<file path="config.mk">
export PLATFORM = sky130hd
export DESIGN_NAME = fld_ctrl
export DESIGN_NICKNAME = d
export VERILOG_FILES = /design/src/hw/rtl/fld_pkg.sv /design/src/hw/rtl/fld_ctrl.sv
export SDC_FILE = /design/constraint.sdc
export NUM_CORES = 1
export LEC_CHECK = 0
export ABC_AREA = 1
export ABC_CLOCK_PERIOD_IN_PS = 2700
export BUFFER_PORTS_ARGS = -buffer_cell sky130_fd_sc_hd__buf_2
export CORE_MARGIN = 1
export CORE_UTILIZATION = 40
export CTS_CLUSTER_SIZE = 16
export DETAILED_ROUTE_END_ITERATION = 10
export GPL_TIMING_DRIVEN = 1
export PLACE_DENSITY = 0.72
export SKIP_LAST_GASP = 1
export SYNTH_ARGS = -nofsm -noshare
export SYNTH_HDL_FRONTEND = slang
export SYNTH_SLANG_ARGS = --single-unit
</file>
<file path="constraint.sdc">
create_clock -name clk -period 2.7 [get_ports clk]
set_input_delay 0 -clock clk [delete_from_list [all_inputs] [get_ports clk]]
set_output_delay 0 -clock clk [all_outputs]
set_load 0.05 [all_outputs]
</file>
<file path="src/hw/rtl/fld_pkg.sv">
// Shared types and codes for the framebuffer line draw engine.
// No dependencies; the datapath, the controller and the top import it.
`timescale 1ns / 1ps
package fld_pkg;

  localparam logic [1:0] KIND_SET   = 2'd0;
  localparam logic [1:0] KIND_GET   = 2'd1;
  localparam logic [1:0] KIND_LINE  = 2'd2;
  localparam logic [1:0] KIND_CLEAR = 2'd3;

  localparam logic CFG_WIDTH  = 1'b0;
  localparam logic CFG_HEIGHT = 1'b1;

  localparam logic [8:0] FRAME_RESET = 9'd256;

  typedef enum logic [3:0] {
    DP_NOP,
    DP_PIX_WR,
    DP_PIX_RD,
    DP_DIV_GO,
    DP_MUL_ICPT,
    DP_MUL_START,
    DP_ACC_INIT,
    DP_WALK,
    DP_SWEEP_ZERO,
    DP_SWEEP_ONES
  } dp_op_t;

  typedef struct packed {
    logic   load;
    logic   res_en;
    dp_op_t op;
  } cmd_t;

  typedef struct packed {
    logic zero_len;
    logic div_done;
    logic walk_last;
    logic sweep_last;
  } status_t;

endpackage

</file>
<file path="src/hw/rtl/fld_ctrl.sv">
// Controller state machine: sequences each command through the datapath.
// Depends on fld_pkg.
`timescale 1ns / 1ps
module fld_ctrl (
  input  logic             clk,
  input  logic             rst,
  input  logic             start,
  input  logic [1:0]       kind,
  input  fld_pkg::status_t status,
  output fld_pkg::cmd_t    cmd,
  output logic             busy,
  output logic             done
);
  import fld_pkg::*;

  typedef enum logic [3:0] {
    S_INIT,
    S_IDLE,
    S_SET,
    S_GET_RD,
    S_GET_CAP,
    S_DIV_GO,
    S_DIV_WAIT,
    S_ICPT,
    S_START,
    S_ACC,
    S_WALK,
    S_CLEAR
  } state_t;

  state_t state;
  state_t state_next;
  logic   finish;

  assign busy = (state != S_IDLE);

  always_comb begin
    cmd        = '{load: 1'b0, res_en: 1'b0, op: DP_NOP};
    state_next = state;
    finish     = 1'b0;
    unique case (state)
      S_INIT: begin
        cmd.op = DP_SWEEP_ZERO;
        if (status.sweep_last) begin
          state_next = S_IDLE;
        end
      end
      S_IDLE: begin
        if (start) begin
          cmd.load = 1'b1;
          unique case (kind)
            KIND_SET:  state_next = S_SET;
            KIND_GET:  state_next = S_GET_RD;
            KIND_LINE: state_next = S_DIV_GO;
            default:   state_next = S_CLEAR;
          endcase
        end
      end
      S_SET: begin
        cmd.op = DP_PIX_WR;
        finish = 1'b1;
      end
      S_GET_RD: begin
        cmd.op     = DP_PIX_RD;
        state_next = S_GET_CAP;
      end
      S_GET_CAP: finish = 1'b1;
      S_DIV_GO: begin
        if (status.zero_len) begin
          finish = 1'b1;
        end else begin
          cmd.op     = DP_DIV_GO;
          state_next = S_DIV_WAIT;
        end
      end
      S_DIV_WAIT: begin
        if (status.div_done) begin
          state_next = S_ICPT;
        end
      end
      S_ICPT: begin
        cmd.op     = DP_MUL_ICPT;
        state_next = S_START;
      end
      S_START: begin
        cmd.op     = DP_MUL_START;
        state_next = S_ACC;
      end
      S_ACC: begin
        cmd.op     = DP_ACC_INIT;
        state_next = S_WALK;
      end
      S_WALK: begin
        cmd.op = DP_WALK;
        finish = status.walk_last;
      end
      S_CLEAR: begin
        cmd.op = DP_SWEEP_ONES;
        finish = status.sweep_last;
      end
      default: state_next = S_IDLE;
    endcase
    if (finish) begin
      cmd.res_en = 1'b1;
      state_next = S_IDLE;
    end
  end

  always_ff @(posedge clk) begin
    if (rst) begin
      state <= S_INIT;
      done  <= 1'b0;
    end else begin
      state <= state_next;
      done  <= finish;
    end
  end

endmodule

</file>
==> results of run 1 <==
-- registers in the layout, indices dropped and copies added (netlist names) --
name and flops:
state 4, done 1
-- what timing repair did --
action	4_1_cts	5_1_grt
endpoints found under the hold margin	1	0
hold buffers	1	0
endpoints found under the setup margin	0	0
-- cell families (layout without fill, tap and decap cells) --
logic type,after synthesis,after routing,share of synthesized area
and+or+nand+nor,67,67,0.5728
buffers and inverters,21,41,0.1575
AOI/OAI and AO/OA,7,7,0.07876
DFF,5,5,0.1909
-- routing by layer --
metal  wire length, um  part of all wire
met3                56             0.046
met2               555              0.45
met1               616              0.50
met5                 0                 0
met4                 0                 0
-- power groups by stage --
stage / clock network, mW / logic (mW) / registers, mW
after floorplan: 0 / 0.448 / 0.141
after global placement: 0 / 0.560 / 0.129
after detailed placement: 0 / 0.558 / 0.129
after CTS: 0.0857 / 0.563 / 0.128
after global routing: 0.0898 / 0.624 / 0.133
final: 0.0846 / 0.563 / 0.128
-- area by class of cell --
type,instances,area share
clock buffers,4,0.04038
inverters,20,0.1154
flip-flops and latches,5,0.1538
well taps,14,0.02692
repair buffers,17,0.1385
multi-input cells,74,0.5250
-- cell usage after synthesis, drive strengths merged --
master | count | area, um2
a21oi | 2 | 13.76
buf | 1 | 7.510
dfxtp | 5 | 100.1
inv | 20 | 75.07
nand2 | 33 | 128.9
nand3 | 9 | 50.05
nand4 | 3 | 18.77
nor2 | 22 | 102.6
o21ai | 4 | 20.02
o31ai | 1 | 7.510
-- how the worst max path moves through the flow --
stage,to,cells after the start
after floorplan,cmd[3],2
after global placement,state[3],9
after detailed placement,state[2],9
after CTS,cmd[4],7
after global routing,cmd[4],7
final,cmd[4],7
-- worst max-delay path: stages (launching register included) --
cell,delay [ns]
dfxtp_1,0.42
inv_1,0.09
nor2_2,0.20
nand2_2,0.10
nor2_2,0.18
nor2_2,0.05
nand3_2,0.09
buf_2,0.27
-- stage by stage --
step | util | power (mW) | hold slack (ns)
finish | 0.5628 | 0.7762 | 0.1500
global route | 0.5628 | 0.8463 | 0.2086
CTS | 0.5628 | 0.7764 | 0.1520
detailed placement | 0.5314 | 0.6877 | 0.2011
global placement | 0.5314 | 0.6891 | 0.1990
floorplan | - | 0.5894 | 0.07176
==> results.md, run 1 <==
* Hold path startpoint: status[1]
* Global-route track usage on met3 at 0.01744
* P_int at 302.4 uW
* Syn Std Cell Area at 524.3 um2
* Final Hold Violating Endpoints at 0
* Max_cap viols at 0
* Inst Count DP at 129
* Req. time, crit path at 2.70 ns
* DR pass1 iterations at 4
* Initial core utilization at 0.4535
* M1 GR Usage at 0.3180
* Vias at 620
* Sequential Area at 100.1 um2
* Placeable core area at 1156 um2
* TritonCTS Buffers at 3
* Routability congestion estimate at 0.9456
* Met2 Use GR at 0.3432
* Leakage at 0.4048 nW
* CTS root buf: clkbuf_4
* Die Ht at 38.20 um
* Setup_tns at 0 ns
* Setup CP Type: flop to primary output
* RSZ-0062 raised after global routing: no
* Startpoint Class: flop
* Hold Path Stages at 5
* Critical Path Start: state[0]
* 1st-iter DRT viols at 17
* R2r setup slk at 1.28 ns
* IO Port Bufs at 16
* Seq/Total Area, Yosys at 0.1909
* Hold path endpoint: done
* Post-DP Area at 614.3 um2
* Post-Route WL at 1.228 mm
* Finished Layout Cells at 134
* Worst rel slew slack at 0.8185
* Clock Tree Buf Depth at 2
* Max Slew Vio Count at 0
* Vias per cell at 4.627
* Syn_area_per_cell at 5.243 um2
* Crit path arrival time at 1.65 ns
* Diode count at 0
* Clk pwr share at 0.109
* Hold Crit Class: input port to flop
* Clock H-tree levels at 1
* Switching part of the total at 0.6104
* First-pass GRT wire length at 2.277 mm
* Gr ovfl total at 0
* Die W at 38.20 um
* Setup Viol. Count Final at 0
* Core Rows at 12
* Psw at 473.8 uW
* Largest net degree at the start of global routing at 8
* Multi-input logic area at 341.6 um2
* Share of layout cells above drive strength 1 at 0.2833
* Power per Cell Area at 1193 nW/um2
* Num ports at 17
* Clk slew on worst S/H paths at 0.04 ns
* Synthesis-stage register bit count at 5
* RR Endpoint: state[2]
* Setup WS pre-CTS at 1.286 ns
* Initial antenna violation count at 0
* Setup bufs post-CTS at 0
* Antenna Violating Nets Remaining at 0
* Cts repair resizes at 0
* Crit path capture type: primary output
* Layout net count at 130
* Skew final at 0.003359 ns
* P&R area growth vs syn at 24.10%
* Overall Global Routing Usage at 0.2187
* CP Max Fanout at 5
* Reg2Reg Depth at 9
* Commonest non-fill, non-tap cell in the layout: nand2_1
* Max Freq at 607.9 MHz
* Worst slew pin tran at 0.2720 ns
* Grt peak-use layer: met2
* Crit share post-route at 0.6093
* Commonest cells after routing, fill and taps aside: nand2_1 (31), inv_1 (17), buf_2 (16), nor2_1 (14)
* Vias in the first global route at 534
* Sink Count at 5
* DRC violations left at 0
* Syn Inst Count at 100
* Clock Latency Late Sink at 0.24 ns
* Fin area at 650.6 um2
* Combinational power share at 0.726
* Worst setup margin at 1.055 ns
* CTS tree: done
* Min cycle time layout at 1.645 ns
* Seq pwr share at 0.165
* Peak supply drop at 0.0004985 V
* DR WL/cell at 9.164 um
* DPL Wire Length at 1.005 mm
* Yosys Warn Count at 0
* Post-synthesis cell type count at 15
* Syn nets at 109
* RR Startpoint: state[0]
* Fillcell total at 115
* Die area at 1459 um2
* Status: finished clean
Note: power is estimated with default switching activity, not from simulation.
==> run 2: changes to the inputs <==
Settings changed: ABC_CLOCK_PERIOD_IN_PS 2700 to 1400, PLACE_DENSITY 0.72 to 0.75.
Clock period 2.7 ns to 1.4 ns, I/O delays scaled along.
==> run 2 against run 1 <==
Compared with the run above:
- die area stayed put
- global-route usage fell by 0.50 points
- sequential power up 120%
- flip-flop and latch count unchanged
- sequential share of layout area down 1.2 points
- largest cell class unchanged
- design area increased by 22%
==> results.md, run 2 (same netlist as run 1, synthesis figures left out) <==
* Sink Count at 5
* Initial antenna violation count at 0
* Hold Crit Class: input port to flop
* Worst slew pin tran at 0.2552 ns
* Largest net degree at the start of global routing at 8
* Clock Latency Late Sink at 0.24 ns
* P&R area growth vs syn at 51.31%
* Met3 WL at 41 um
* Max Freq at 718.1 MHz
* R2r setup slk at 0.07 ns
* Fin area at 793.3 um2
* Hold path startpoint: status[1]
* Top layer in use: met3
* Commonest cells after routing, fill and taps aside: nand2_1 (26), inv_1 (16), buf_2 (12), nor2_1 (10)
* Final Hold Violating Endpoints at 0
* Min cycle time layout at 1.393 ns
* Max_cap viols at 0
* Antenna Violating Nets Remaining at 0
* Hold Path Stages at 5
* Req. time, crit path at 1.40 ns
* Max reg flops at 4
* Worst rel slew slack at 0.8310
* Met2 wire len at 817 um
* IO Port Bufs at 16
* CTS tree: done
* Skew final at 0.004095 ns
* Share of layout cells above drive strength 1 at 0.4400
* Fillcell total at 95
* DRC violations left at 0
* Status: finished clean
* Die W at 38.20 um
* Crit share post-route at 0.9947
* Die Ht at 38.20 um
* RR Endpoint: state[0]
* Top flop regs: state: 4 flops, done: 1 flops
* Vias per cell at 4.863
* Diode count at 0
* DR WL/cell at 11.58 um
* DPL Wire Length at 1.178 mm
* Clock Tree Buf Depth at 2
* 1st-iter DRT viols at 14
* Startpoint Class: flop
* Reg2Reg Depth at 10
* Clk slew on worst S/H paths at 0.05 ns
* Vias in the first global route at 545
* Initial core utilization at 0.4535
* CTS root buf: clkbuf_4
* Vias at 676
* Crit path capture type: primary output
* CP Max Fanout at 7
* Largest register by flop count: state
* Hold path endpoint: done
* RR Startpoint: state[1]
* TritonCTS Buffers at 3
* RSZ-0062 raised after global routing: yes
* Num ports at 17
* Post-Route WL at 1.610 mm
* Max Slew Vio Count at 0
* Gr ovfl total at 0
* Routability congestion estimate at 0.8835
* Crit path arrival time at 1.39 ns
* Overall Global Routing Usage at 0.2137
* Die area at 1459 um2
* Metal1 wirelength at 752 um
* Post-DP Area at 639.4 um2
* Clock H-tree levels at 1
* Setup CP Type: flop to primary output
* Power per Cell Area at 2200 nW/um2
* Core Rows at 12
* Layout net count at 135
* First-pass GRT wire length at 2.145 mm
* Setup Viol. Count Final at 0
* DR pass1 iterations at 4
* Final Core Density at 0.6861
* Peak supply drop at 0.001169 V
* Leakage at 0.4491 nW
* Placeable core area at 1156 um2
* Commonest non-fill, non-tap cell in the layout: nand2_1
==> run 2: where the power goes <==
part	leakage, nW	switching [mW]	internal, mW
Clock	0.0150	0.0614	0.108
Sequential	0.0434	0.0720	0.209
Combinational	0.391	0.899	0.396
Total	0.449	1.03	0.713
==> run 2: area by class of cell <==
class / instances / area, um2 / area share
repair buffers: 22 / 152.6 / 0.1924
inverters: 20 / 77.57 / 0.09779
well taps: 14 / 17.52 / 0.02208
multi-input cells: 74 / 406.6 / 0.5126
clock buffers: 4 / 26.28 / 0.03312
flip-flops and latches: 5 / 112.6 / 0.1420
==> run 2: worst max-delay path, stage by stage (launching register included) <==
cell and delay (ns):
dfxtp_4 0.39, inv_1 0.08, nor2_2 0.18, nand2_2 0.11, nand2_1 0.09, nor2_2 0.05, nand3_4 0.09, buf_8 0.15
==> run 2: repair_timing <==
item / CTS / global route
gates cloned: 0 / 0
pin swaps: 3 / 7
endpoints found under the setup margin: 9 / 9
hold endpoints to repair: 1 / 0
buffers inserted: 2 / 0
hold buffers: 1 / 0
gates resized for setup: 12 / 22
==> run 2: per-layer routing <==
| layer | vias to the layer above | global-route usage |
|---|---|---|
| li1 | 360 | - |
| met1 | 302 | 0.2796 |
| met2 | 14 | 0.3602 |
| met3 | 0 | 0.03488 |
| met4 | 0 | 0.05357 |
| met5 | - | 0 |
==> run 2: how the worst max path moves through the flow <==
stage,from,endpoint,slack [ns],cells after the start
final,state[1],cmd[4],0.007,7
after floorplan,state[0],state[0],0.03,11
after detailed placement,state[0],state[2],-0.02,9
after global placement,state[0],state[3],-0.01,9
after CTS,state[2],cmd[4],0.003,7
after global routing,state[1],cmd[4],-0.03,7
==> run 2: per-stage QoR <==
stage | power [mW] | setup slack, ns | hold slack (ns) | std cells | setup TNS (ns)
after floorplan | 1.143 | 0.02729 | 0.07176 | 100 | 0
after global placement | 1.340 | -0.01348 | 0.1998 | 132 | -0.02419
after detailed placement | 1.354 | -0.02162 | 0.2020 | 132 | -0.04331
after CTS | 1.612 | 0.003238 | 0.1656 | 139 | 0
after global routing | 1.858 | -0.03003 | 0.1603 | 139 | -0.03861
final | 1.745 | 0.007457 | 0.1653 | 139 | 0
